### src/design/gtm_pkg.sv
// ----------------------------------------------------------------------------
// gtm_pkg
// shared types and constants of the gamepad thrust mixer
// ----------------------------------------------------------------------------
`default_nettype none

package gtm_pkg;

    // register indexes on the configuration channel
    localparam logic [1:0] CFG_SPEED_SLOW = 2'd0;
    localparam logic [1:0] CFG_SPEED_MID  = 2'd1;
    localparam logic [1:0] CFG_SPEED_FAST = 2'd2;

    localparam logic [7:0]  FULL_SCALE    = 8'd128;
    localparam logic [10:0] NEUTRAL_PULSE = 11'd1500;
    localparam logic [10:0] PULSE_MIN     = 11'd1150;
    localparam logic [10:0] PULSE_MAX     = 11'd1850;
    localparam logic [8:0]  PULSE_SPAN    = 9'd350;
    localparam logic [1:0]  SPEED_TOP     = 2'd2;

    // direction codes
    localparam logic [3:0] DIR_STOP     = 4'd0;
    localparam logic [3:0] DIR_FORWARD  = 4'd1;
    localparam logic [3:0] DIR_BACKWARD = 4'd2;
    localparam logic [3:0] DIR_RIGHT    = 4'd3;
    localparam logic [3:0] DIR_LEFT     = 4'd4;
    localparam logic [3:0] DIR_YAW_LEFT = 4'd5;
    localparam logic [3:0] DIR_YAW_RGT  = 4'd6;
    localparam logic [3:0] DIR_UP       = 4'd7;
    localparam logic [3:0] DIR_DOWN     = 4'd8;

    // one classified poll, handed from front to back
    typedef struct packed {
        logic        connected;
        logic [15:0] prod_x;     // raw * 2s, left x
        logic [15:0] prod_y;     // (255 - raw) * 2s, left y
        logic [15:0] prod_m;     // raw * 2s, right x
        logic [7:0]  limit;      // thrust limit s
        logic [10:0] pulse;      // vertical pulse for this poll
        logic [7:0]  accessory;  // accessory bits after this poll
        logic [1:0]  speed;      // speed level after this poll
    } t_work;

endpackage

`default_nettype wire

### src/design/gamepad_thrust_mixer_top.sv
// ----------------------------------------------------------------------------
// gamepad_thrust_mixer_top
// turns gamepad polls into thruster commands, one result per poll
// ----------------------------------------------------------------------------
// Each poll pushed in gives exactly one result, in order. The front stage
// takes a poll, updates the speed level and accessory bits, and forms the
// stick products; a QUEUE_DEPTH entry queue hands the poll to the back
// stage. For a connected poll the back stage steps through fetch, map,
// multiply, eight iterations of the three-lane restoring divider that
// normalizes the axes, commit and present; for a connected poll whose mapped
// axes all come to zero the divider is skipped; a disconnected poll goes
// through fetch, map and present only, and changes no state. A finished
// result that has not been popped holds the back stage in its present
// state. The divider sets the sustained rate. The front keeps taking polls
// while the back works and while a finished result waits to be popped.
// Configuration writes are always accepted (ready held high) and must only
// be issued while the block is idle; a write to an index beyond the three
// speed limits is dropped.
// ----------------------------------------------------------------------------
`default_nettype none

module gamepad_thrust_mixer_top
    import gtm_pkg::*;
#(
    parameter int QUEUE_DEPTH = 2
) (
    input  wire logic         i_clk,
    input  wire logic         i_rst_n,
    // configuration write channel
    input  wire logic         i_cfg_valid,
    output logic              o_cfg_ready,
    input  wire logic [1:0]   i_cfg_index,
    input  wire logic [7:0]   i_cfg_data,
    // poll side
    input  wire logic         push,
    output logic              full,
    input  wire logic         i_connected,
    input  wire logic [7:0]   i_left_x,
    input  wire logic [7:0]   i_left_y,
    input  wire logic [7:0]   i_right_x,
    input  wire logic [7:0]   i_toggle_clicks,
    input  wire logic         i_slower_click,
    input  wire logic         i_faster_click,
    input  wire logic         i_r2_held,
    input  wire logic         i_l2_held,
    // result side
    input  wire logic         pop,
    output logic              empty,
    output logic signed [8:0] o_sway_thrust,
    output logic signed [8:0] o_surge_thrust,
    output logic signed [8:0] o_yaw_thrust,
    output logic [10:0]       o_vertical_pulse,
    output logic [7:0]        o_accessory_bits,
    output logic [1:0]        o_speed_level,
    output logic [3:0]        o_direction_code
);

    // front to queue
    logic  q_push;
    logic  q_full;
    t_work q_in;
    // queue to back
    logic  q_pop;
    logic  q_empty;
    t_work q_out;

    // registers take a write every cycle
    assign o_cfg_ready = 1'b1;

    gtm_front u_front (
        .i_clk           (i_clk),
        .i_rst_n         (i_rst_n),
        .i_cfg_valid     (i_cfg_valid),
        .i_cfg_index     (i_cfg_index),
        .i_cfg_data      (i_cfg_data),
        .i_push          (push),
        .o_full          (full),
        .i_connected     (i_connected),
        .i_left_x        (i_left_x),
        .i_left_y        (i_left_y),
        .i_right_x       (i_right_x),
        .i_toggle_clicks (i_toggle_clicks),
        .i_slower_click  (i_slower_click),
        .i_faster_click  (i_faster_click),
        .i_r2_held       (i_r2_held),
        .i_l2_held       (i_l2_held),
        .o_q_push        (q_push),
        .o_q_data        (q_in),
        .i_q_full        (q_full)
    );

    // decouples the front from the state-machine back
    gtm_queue #(
        .DEPTH (QUEUE_DEPTH)
    ) u_queue (
        .i_clk   (i_clk),
        .i_rst_n (i_rst_n),
        .i_push  (q_push),
        .i_data  (q_in),
        .o_full  (q_full),
        .i_pop   (q_pop),
        .o_data  (q_out),
        .o_empty (q_empty)
    );

    gtm_back u_back (
        .i_clk            (i_clk),
        .i_rst_n          (i_rst_n),
        .i_q_data         (q_out),
        .i_q_empty        (q_empty),
        .o_q_pop          (q_pop),
        .i_pop            (pop),
        .o_empty          (empty),
        .o_sway_thrust    (o_sway_thrust),
        .o_surge_thrust   (o_surge_thrust),
        .o_yaw_thrust     (o_yaw_thrust),
        .o_vertical_pulse (o_vertical_pulse),
        .o_accessory_bits (o_accessory_bits),
        .o_speed_level    (o_speed_level),
        .o_direction_code (o_direction_code)
    );

`ifndef SYNTHESIS
    // pulse stays within the trigger span
    a_pulse_range: assert property (@(posedge i_clk) disable iff (!i_rst_n)
        !empty |-> (o_vertical_pulse >= PULSE_MIN && o_vertical_pulse <= PULSE_MAX))
        else $error("vertical pulse out of range");

    // speed level never leaves the three levels
    a_speed_range: assert property (@(posedge i_clk) disable iff (!i_rst_n)
        !empty |-> o_speed_level <= SPEED_TOP)
        else $error("speed level out of range");

    // the up code agrees with a pulse below neutral
    a_dir_pulse: assert property (@(posedge i_clk) disable iff (!i_rst_n)
        (!empty && o_direction_code == DIR_UP) |-> o_vertical_pulse < NEUTRAL_PULSE)
        else $error("up code without a low pulse");

    // normalized thrusts keep within full scale
    a_thrust_range: assert property (@(posedge i_clk) disable iff (!i_rst_n)
        !empty |-> (o_sway_thrust >= -9'sd128 && o_sway_thrust <= 9'sd128
                    && o_surge_thrust >= -9'sd128 && o_surge_thrust <= 9'sd128
                    && o_yaw_thrust >= -9'sd128 && o_yaw_thrust <= 9'sd128))
        else $error("thrust beyond full scale");
`endif

endmodule

`default_nettype wire

### src/design/gtm_front.sv
// ----------------------------------------------------------------------------
// gtm_front
// accepts polls, keeps speed level and accessory state, forms the products
// ----------------------------------------------------------------------------
`default_nettype none

module gtm_front
    import gtm_pkg::*;
(
    input  wire logic        i_clk,
    input  wire logic        i_rst_n,
    input  wire logic        i_cfg_valid,
    input  wire logic [1:0]  i_cfg_index,
    input  wire logic [7:0]  i_cfg_data,
    input  wire logic        i_push,
    output logic             o_full,
    input  wire logic        i_connected,
    input  wire logic [7:0]  i_left_x,
    input  wire logic [7:0]  i_left_y,
    input  wire logic [7:0]  i_right_x,
    input  wire logic [7:0]  i_toggle_clicks,
    input  wire logic        i_slower_click,
    input  wire logic        i_faster_click,
    input  wire logic        i_r2_held,
    input  wire logic        i_l2_held,
    output logic             o_q_push,
    output t_work            o_q_data,
    input  wire logic        i_q_full
);

    logic [7:0]  r_speed_slow, r_speed_mid, r_speed_fast;
    logic [1:0]  r_speed_index, n_speed_index;
    logic [7:0]  r_accessory, n_accessory;
    logic [7:0]  r_flags, n_flags;

    // held poll
    logic        r_fv;
    logic        r_conn;
    logic [7:0]  r_lx, r_ly_inv, r_rx;
    logic [7:0]  r_limit;
    logic        r_down_cmd, r_up_cmd;

    logic        accept;
    logic [7:0]  sel_limit, limit;
    logic [7:0]  others, acc_flip;
    logic [1:0]  idx_dn;
    logic [14:0] px, py, pm;
    logic [15:0] pulse_prod;
    logic [8:0]  delta;

    assign accept   = i_push && !o_full;
    assign o_full   = r_fv && i_q_full;
    assign o_q_push = r_fv && !i_q_full;

    // thrust limit of the current level, clamped to full scale
    always_comb begin
        case (r_speed_index)
            2'd0:    sel_limit = r_speed_slow;
            2'd1:    sel_limit = r_speed_mid;
            default: sel_limit = r_speed_fast;
        endcase
        limit = (sel_limit > FULL_SCALE) ? FULL_SCALE : sel_limit;
    end

    always_comb begin
        others   = i_toggle_clicks & 8'hFE;
        acc_flip = i_toggle_clicks[0] ? ~r_accessory : r_accessory;
        n_accessory = (acc_flip & ~others) | (~r_flags & others);
        n_flags     = r_flags ^ others;
        idx_dn = (i_slower_click && r_speed_index != 2'd0) ? r_speed_index - 2'd1
                                                             : r_speed_index;
        n_speed_index = (i_faster_click && idx_dn < SPEED_TOP) ? idx_dn + 2'd1 : idx_dn;
    end

    // products for the axis mapping and the pulse offset
    always_comb begin
        px = 15'({7'd0, r_lx} * {7'd0, r_limit});
        py = 15'({7'd0, r_ly_inv} * {7'd0, r_limit});
        pm = 15'({7'd0, r_rx} * {7'd0, r_limit});
        pulse_prod = 16'({8'd0, r_limit} * {7'd0, PULSE_SPAN});
        delta = pulse_prod[15:7];

        o_q_data.connected = r_conn;
        o_q_data.prod_x    = {px, 1'b0};
        o_q_data.prod_y    = {py, 1'b0};
        o_q_data.prod_m    = {pm, 1'b0};
        o_q_data.limit     = r_limit;
        if (r_down_cmd) begin
            o_q_data.pulse = NEUTRAL_PULSE - {2'd0, delta};
        end else if (r_up_cmd) begin
            o_q_data.pulse = NEUTRAL_PULSE + {2'd0, delta};
        end else begin
            o_q_data.pulse = NEUTRAL_PULSE;
        end
        o_q_data.accessory = r_accessory;
        o_q_data.speed     = r_speed_index;
    end

    always_ff @(posedge i_clk) begin
        if (!i_rst_n) begin
            r_speed_slow  <= 8'd40;
            r_speed_mid   <= 8'd80;
            r_speed_fast  <= 8'd128;
            r_speed_index <= 2'd0;
            r_accessory   <= 8'd0;
            r_flags       <= 8'd0;
            r_fv          <= 1'b0;
        end else begin
            if (i_cfg_valid) begin
                case (i_cfg_index)
                    CFG_SPEED_SLOW: r_speed_slow <= i_cfg_data;
                    CFG_SPEED_MID:  r_speed_mid  <= i_cfg_data;
                    CFG_SPEED_FAST: r_speed_fast <= i_cfg_data;
                    default:        ;
                endcase
            end
            if (accept) begin
                r_fv <= 1'b1;
                if (i_connected) begin
                    r_speed_index <= n_speed_index;
                    r_accessory   <= n_accessory;
                    r_flags       <= n_flags;
                end
            end else if (o_q_push) begin
                r_fv <= 1'b0;
            end
        end
    end

    always_ff @(posedge i_clk) begin
        if (accept) begin
            r_conn     <= i_connected;
            r_lx       <= i_left_x;
            r_ly_inv   <= ~i_left_y;
            r_rx       <= i_right_x;
            r_limit    <= limit;
            r_down_cmd <= i_r2_held;
            r_up_cmd   <= i_l2_held;
        end
    end

endmodule

`default_nettype wire

### src/design/gtm_queue.sv
// ----------------------------------------------------------------------------
// gtm_queue
// short flop queue between front and back
// ----------------------------------------------------------------------------
`default_nettype none

module gtm_queue
    import gtm_pkg::*;
#(
    parameter int DEPTH = 2
) (
    input  wire logic  i_clk,
    input  wire logic  i_rst_n,
    input  wire logic  i_push,
    input  t_work      i_data,
    output logic       o_full,
    input  wire logic  i_pop,
    output t_work      o_data,
    output logic       o_empty
);

    localparam int AW = $clog2(DEPTH);
    localparam int CW = $clog2(DEPTH + 1);

    t_work         r_mem [DEPTH];
    logic [AW-1:0] r_wr_ptr, r_rd_ptr;
    logic [CW-1:0] r_count;
    logic          do_push, do_pop;

    assign o_full  = (r_count == CW'(DEPTH));
    assign o_empty = (r_count == '0);
    assign do_push = i_push && !o_full;
    assign do_pop  = i_pop && !o_empty;
    assign o_data  = r_mem[r_rd_ptr];

    always_ff @(posedge i_clk) begin
        if (!i_rst_n) begin
            r_wr_ptr <= '0;
            r_rd_ptr <= '0;
            r_count  <= '0;
        end else begin
            if (do_push) begin
                r_wr_ptr <= (r_wr_ptr == AW'(DEPTH - 1)) ? '0 : r_wr_ptr + 1'b1;
            end
            if (do_pop) begin
                r_rd_ptr <= (r_rd_ptr == AW'(DEPTH - 1)) ? '0 : r_rd_ptr + 1'b1;
            end
            if (do_push && !do_pop) begin
                r_count <= r_count + 1'b1;
            end else if (do_pop && !do_push) begin
                r_count <= r_count - 1'b1;
            end
        end
    end

    always_ff @(posedge i_clk) begin
        if (do_push) begin
            r_mem[r_wr_ptr] <= i_data;
        end
    end

endmodule

`default_nettype wire

### src/design/gtm_back.sv
// ----------------------------------------------------------------------------
// gtm_back
// maps and normalizes the axes with a three-lane divider, holds the result
// ----------------------------------------------------------------------------
`default_nettype none

module gtm_back
    import gtm_pkg::*;
(
    input  wire logic        i_clk,
    input  wire logic        i_rst_n,
    input  t_work            i_q_data,
    input  wire logic        i_q_empty,
    output logic             o_q_pop,
    input  wire logic        i_pop,
    output logic             o_empty,
    output logic signed [8:0] o_sway_thrust,
    output logic signed [8:0] o_surge_thrust,
    output logic signed [8:0] o_yaw_thrust,
    output logic [10:0]      o_vertical_pulse,
    output logic [7:0]       o_accessory_bits,
    output logic [1:0]       o_speed_level,
    output logic [3:0]       o_direction_code
);

    typedef enum logic [2:0] {
        ST_IDLE, ST_MAP, ST_MUL, ST_DIV, ST_FIN, ST_OUT
    } t_state;

    localparam logic signed [8:0] DIR_THRESH = 9'sd21;

    t_state              r_state;
    t_work               r_work;
    logic                r_ov;
    logic [2:0]          r_step;
    logic [7:0]          r_mag [3];
    logic                r_neg [3];
    logic [8:0]          r_sum;
    logic [8:0]          r_rem [3];
    logic [7:0]          r_quo [3];
    logic signed [8:0]   r_thrust [3];
    logic [10:0]         r_pulse;

    logic signed [8:0]   mapped [3];
    logic [7:0]          mag [3];
    logic [8:0]          sum;
    logic [14:0]         dividend [3];
    logic [9:0]          trial [3];
    logic [8:0]          n_rem [3];
    logic [7:0]          n_quo [3];
    logic signed [8:0]   n_thrust [3];
    logic [8:0]          tmag [3];
    logic [3:0]          dir;

    function automatic logic signed [8:0] map_axis(input logic [15:0] p,
                                                   input logic [7:0] s);
        logic [16:0] t;
        logic [9:0]  d;
        begin
            // floor(p / 255) for p below 65535
            t = {1'b0, p} + {9'd0, p[15:8]} + 17'd1;
            d = {1'b0, t[16:8]} - {2'd0, s};
            map_axis = d[8:0];
        end
    endfunction

    function automatic logic [8:0] mag9(input logic signed [8:0] v);
        begin
            mag9 = v[8] ? 9'(-v) : v;
        end
    endfunction

    assign o_q_pop = (r_state == ST_IDLE) && !i_q_empty;
    assign o_empty = !r_ov;

    // mapping, magnitudes and their sum
    always_comb begin
        mapped[0] = map_axis(r_work.prod_x, r_work.limit);
        mapped[1] = map_axis(r_work.prod_y, r_work.limit);
        mapped[2] = map_axis(r_work.prod_m, r_work.limit);
        if (mapped[1] == -9'sd1) begin
            mapped[1] = 9'sd0;
        end
        for (int i = 0; i < 3; i++) begin
            mag[i] = 8'(mag9(mapped[i]));
        end
        sum = {1'b0, mag[0]} + {1'b0, mag[1]} + {1'b0, mag[2]};
    end

    // one restoring step per lane
    always_comb begin
        for (int i = 0; i < 3; i++) begin
            dividend[i] = 15'({7'd0, r_mag[i]} * {7'd0, r_work.limit});
            trial[i]    = {r_rem[i], r_quo[i][7]};
            if (trial[i] >= {1'b0, r_sum}) begin
                n_rem[i] = 9'(trial[i] - {1'b0, r_sum});
                n_quo[i] = {r_quo[i][6:0], 1'b1};
            end else begin
                n_rem[i] = trial[i][8:0];
                n_quo[i] = {r_quo[i][6:0], 1'b0};
            end
        end
    end

    // signed results, yaw negated
    always_comb begin
        for (int i = 0; i < 3; i++) begin
            n_thrust[i] = (r_neg[i] ^ (i == 2)) ? -$signed({1'b0, r_quo[i]})
                                                 : $signed({1'b0, r_quo[i]});
            if (r_sum == 9'd0) begin
                n_thrust[i] = 9'sd0;
            end
        end
    end

    // direction from the stored thrusts and pulse
    always_comb begin
        for (int i = 0; i < 3; i++) begin
            tmag[i] = mag9(r_thrust[i]);
        end
        if (r_thrust[1] > DIR_THRESH && tmag[1] > tmag[0] && tmag[1] > tmag[2]) begin
            dir = DIR_FORWARD;
        end else if (r_thrust[1] < -DIR_THRESH && tmag[1] > tmag[0]
                     && tmag[1] > tmag[2]) begin
            dir = DIR_BACKWARD;
        end else if (r_thrust[0] > DIR_THRESH && tmag[0] > tmag[1]
                     && tmag[0] > tmag[2]) begin
            dir = DIR_RIGHT;
        end else if (r_thrust[0] < -DIR_THRESH && tmag[0] > tmag[1]
                     && tmag[0] > tmag[2]) begin
            dir = DIR_LEFT;
        end else if (r_thrust[2] > DIR_THRESH && tmag[2] > tmag[1]
                     && tmag[2] > tmag[0]) begin
            dir = DIR_YAW_LEFT;
        end else if (r_thrust[2] < -DIR_THRESH && tmag[2] > tmag[1]
                     && tmag[2] > tmag[0]) begin
            dir = DIR_YAW_RGT;
        end else if (r_pulse < NEUTRAL_PULSE) begin
            dir = DIR_UP;
        end else if (r_pulse > NEUTRAL_PULSE) begin
            dir = DIR_DOWN;
        end else begin
            dir = DIR_STOP;
        end
    end

    always_ff @(posedge i_clk) begin
        if (!i_rst_n) begin
            r_state <= ST_IDLE;
            r_ov    <= 1'b0;
            r_step  <= 3'd0;
            r_pulse <= NEUTRAL_PULSE;
            for (int i = 0; i < 3; i++) begin
                r_thrust[i] <= 9'sd0;
            end
        end else begin
            // in the present state a pop hands over to the next result below
            if (r_ov && i_pop && r_state != ST_OUT) begin
                r_ov <= 1'b0;
            end
            case (r_state)
                ST_IDLE: begin
                    if (!i_q_empty) begin
                        r_work  <= i_q_data;
                        r_state <= ST_MAP;
                    end
                end
                ST_MAP: begin
                    for (int i = 0; i < 3; i++) begin
                        r_mag[i] <= mag[i];
                        r_neg[i] <= mapped[i][8];
                    end
                    r_sum   <= sum;
                    r_state <= r_work.connected ? ST_MUL : ST_OUT;
                end
                ST_MUL: begin
                    for (int i = 0; i < 3; i++) begin
                        r_rem[i] <= {2'd0, dividend[i][14:8]};
                        r_quo[i] <= dividend[i][7:0];
                    end
                    r_step  <= 3'd0;
                    r_state <= (r_sum == 9'd0) ? ST_FIN : ST_DIV;
                end
                ST_DIV: begin
                    for (int i = 0; i < 3; i++) begin
                        r_rem[i] <= n_rem[i];
                        r_quo[i] <= n_quo[i];
                    end
                    r_step <= r_step + 3'd1;
                    if (r_step == 3'd7) begin
                        r_state <= ST_FIN;
                    end
                end
                ST_FIN: begin
                    for (int i = 0; i < 3; i++) begin
                        r_thrust[i] <= n_thrust[i];
                    end
                    r_pulse <= r_work.pulse;
                    r_state <= ST_OUT;
                end
                ST_OUT: begin
                    if (!r_ov || i_pop) begin
                        r_ov             <= 1'b1;
                        o_sway_thrust    <= r_thrust[0];
                        o_surge_thrust   <= r_thrust[1];
                        o_yaw_thrust     <= r_thrust[2];
                        o_vertical_pulse <= r_pulse;
                        o_accessory_bits <= r_work.accessory;
                        o_speed_level    <= r_work.speed;
                        o_direction_code <= dir;
                        r_state          <= ST_IDLE;
                    end
                end
                default: r_state <= ST_IDLE;
            endcase
        end
    end

endmodule

`default_nettype wire
### config.mk
export PLATFORM = sky130hd
export DESIGN_NAME = gamepad_thrust_mixer_top
export DESIGN_NICKNAME = d
export VERILOG_FILES = /design/src/design/gtm_pkg.sv /design/src/design/gamepad_thrust_mixer_top.sv /design/src/design/gtm_front.sv /design/src/design/gtm_queue.sv /design/src/design/gtm_back.sv
export SDC_FILE = /design/constraint.sdc
export NUM_CORES = 2
export LEC_CHECK = 0
export BUFFER_PORTS_ARGS = -buffer_cell sky130_fd_sc_hd__buf_4
export CORE_MARGIN = 4
export CORE_UTILIZATION = 37
export DETAILED_ROUTE_END_ITERATION = 12
export HOLD_SLACK_MARGIN = 0.08
export PLACE_DENSITY = 0.57
export SLEW_MARGIN = 20
export SYNTH_ARGS = -nofsm -noshare
export SYNTH_HDL_FRONTEND = slang
export SYNTH_SLANG_ARGS = --single-unit
export TNS_END_PERCENT = 20
### constraint.sdc
create_clock -name i_clk -period 8.5 [get_ports i_clk]
set_input_delay 0.425 -clock i_clk [delete_from_list [all_inputs] [get_ports i_clk]]
set_output_delay 0.425 -clock i_clk [all_outputs]
set_load 0.005 [all_outputs]
==> key figures <==
Floorplanning
  • IO Count: 107
  • Core Area: 98600 sq um
  • Die Y: 324 um
  • Site row count: 115
  • Die area: 105000 sq um
  • Die X: 324 um
  • Initial core utilization: 37.4%

Clocking
  • CTS max path bufs: 3
  • Clock transition at path regs: 60 ps
  • H-tree depth: 2
  • Clock sink count: 490
  • Root buffer cell: clkbuf_16
  • Cts bufs inserted: 57
  • Clk Latency, worst-skew pair: 630 ps
  • CTS tree: done
  • Post-CTS sizing: 0

Synthesis
  • Leading area contributor after synthesis: edfxtp_1
  • Cells after Synth: 3430
  • Post-Synth Simple-Gate Area: 13.2%
  • Sequential share of the synthesized area: 38.2%
  • Syn Area/Cell: 10.7 sq um
  • Yosys warning total: 0
  • Post-synthesis adder-cell area fraction: 25.9%
  • Number of flops mapped to enable cells by yosys: 426
  • Post-synthesis compound-gate area fraction: 7.84%
  • Synth cell types: 88
  • Fraction of registers with async set/reset: 0%
  • Synth Cell Area: 36800 sq um
  • Top-area cell type share of the netlist area: 34.7%
  • Syn Nets: 4099
  • Area contributors post-synth: edfxtp_1 (35%), fa_1 (13%), ha_1 (13%)
  • Seq cells post-synth: 490
  • Largest family of logic cells by synthesized area: adder cells
  • Ys flop type: edfxtp_1
  • Post-synthesis xor/xnor area fraction: 5.89%
  • Proportion of synthesized area in mux cells: 3.58%

Finish
  • Commonest non-fill, non-tap cell in the layout: inv_1
  • Final Core Density: 42.0%
  • Total Nets Final: 4241
  • Most frequent cells in the layout: inv_1 (432), edfxtp_1 (426), ha_1 (373), nand2_1 (326), fa_1 (244)
  • # diodes: 0
  • Layout cells sized above 1: 9.51%
  • Synthesis-to-layout area growth: 12.4%

Run
  • Max cap viols: 0

Drt
  • DRC Markers: 0
  • Routed len/inst: 15.3 um
  • Routed WL: 74900 um
  • Pre-antenna DRT Iters: 7
  • Total number of vias: 23700
  • Via-per-instance ratio: 4.82
  • DRT antenna net count: 0
  • DRT iter0 DRCs: 1006

Setup path
  • CP startpoint kind: flip-flop
  • Worst EP required: 8870 ps
  • CP max stage delay: 620 ps
  • Arr. time, crit path: 7070 ps
  • CP Capture Type: flip-flop
  • Slowest-stage cell, CP: xnor2_1
  • WS Path Type: reg2reg
  • Crit-path max FO: 12
  • CP dominant cell by count: a21oi_1

STA
  • Final setup TNS: 0 ps
  • Crit share post-route: 78.9%
  • Highest Clock Rate: 149 MHz
  • Final Hold Violating Endpoints: 0
  • Worst relative slew slack: 34.0%
  • Worst Tran Pin Value: 990 ps
  • Worst clock skew: 33.2 ps
  • Unrepaired setup endpoints after global routing: false
  • Final setup viols: 0
  • Crit path time final: 6710 ps
  • Final Max Slew Viols: 0

Run status
  • Outcome: completed

Global routing
  • First-pass GRT wire length: 126000 um
  • Initial antenna violation count: 1
  • Largest net degree at the start of global routing: 89
  • Vias in the first global route: 24200
  • Gr usage total: 14.7%
  • Total gr overflow: 0

Placed design
  • Buffers on Ports: 105
  • Gpl congestion: 0.819
  • Post-DP HPWL: 55400 um

Min path
  • Worst hold-check path type: in2reg
==> flip-flops by register name, summed over array words and instances (netlist names), 9 cells and up <==
name and count:
u_back.r_pulse 11, u_back.r_work 75, u_back.o_sway_thrust 9, u_back.r_sum 9, u_back.r_thrust 27, u_back.r_mag 24, u_back.r_quo 24, u_back.r_rem 27
u_back.o_yaw_thrust 9, u_back.o_vertical_pulse 11, u_back.o_surge_thrust 9, u_queue.r_mem 150
==> repair_timing <==
action / 4_1_cts / 5_1_grt
hold buffers: 40 / 0
endpoints found under the hold margin: 51 / 0
setup buffers: 0 / 0
==> worst paths after layout <==
path / from / end / slack [ps] / cells after the start
hold reg to reg: u_back.r_work[4] / u_back.o_accessory_bits[2] / 410 / 0
setup / recovery: u_back.r_work[54] / u_back.r_sum[8] / 1790 / 30
hold / removal: i_toggle_clicks[7] / u_front.r_accessory[7] / 150 / 4
setup reg to reg: u_back.r_work[54] / u_back.r_sum[8] / 1790 / 30
==> synth_stat cells (12+ instances only) <==
| master | number |
|---|---|
| a211oi_1 | 13 |
| a21o_1 | 39 |
| a21oi_1 | 119 |
| a22oi_1 | 20 |
| and2_1 | 235 |
| clkbuf_1 | 78 |
| dfxtp_1 | 64 |
| edfxtp_1 | 426 |
| fa_1 | 244 |
| ha_1 | 373 |
| inv_1 | 432 |
| mux2_2 | 78 |
| mux2i_1 | 43 |
| nand2_1 | 326 |
| nand2b_1 | 17 |
| nand3_1 | 44 |
| nand4_1 | 19 |
| nor2_1 | 177 |
| nor2b_1 | 51 |
| nor3_1 | 46 |
| o21a_1 | 15 |
| o21ai_0 | 129 |
| o31ai_1 | 21 |
| or2_2 | 12 |
| or3_1 | 17 |
| xnor2_1 | 156 |
| xor2_1 | 81 |
==> per-layer routing <==
metal | share of wire [%] | vias to the layer above | global-route usage [%] | wire length [um]
met3 | 2.6 | 96 | 1.71 | 1960
met4 | 2.3 | 0 | 3.72 | 1690
met1 | 48 | 11400 | 20.4 | 36300
met5 | 0 | - | 0 | 0
met2 | 47 | 255 | 24.7 | 35000
li1 | - | 11900 | - | -
==> logic make-up after synthesis <==
group           count (synthesis)
mux                           122
other cells                     1
xor+xnor                      242
compound gates                450
buf+inv                       522
fa+ha+maj                     617
simple gates                  986
flops                         490
==> worst max-delay path: cells and delay by family (launching register included) <==
family                     cells  cell delay, ps
AOI/OAI and AO/OA             14            2270
xor gates and xnor gates       3             920
buffers and inverters          1             110
adders and majority gates      6            1810
and+or+nand+nor                6             910
DFF                            1             440
==> area by class of cell <==
class	instances	area, sq um
Fill cell	9388	57200
Multi-Input combinational cell	2418	20900
Sequential cell	490	14100
Inverter	434	1630
Tap cell	1287	1610
Clock buffer	66	1510
Timing Repair Buffer	171	1380
Clock inverter	38	338
==> through the flow <==
stage	cell area, sq um	std cells	hold slack [ps]	setup slack [ps]
3_3_place_gp	39200	4760	403	1860
4_1_cts	41400	4904	98.4	1800
3_5_place_dp	39200	4760	405	1820
2_1_floorplan	36800	3430	400	2410
5_1_grt	41400	4904	128	1230
6_report	41400	4904	150	1790
Power is not shown: default switching activity piles up to over one toggle a cycle in this logic, so the estimate is an artifact.
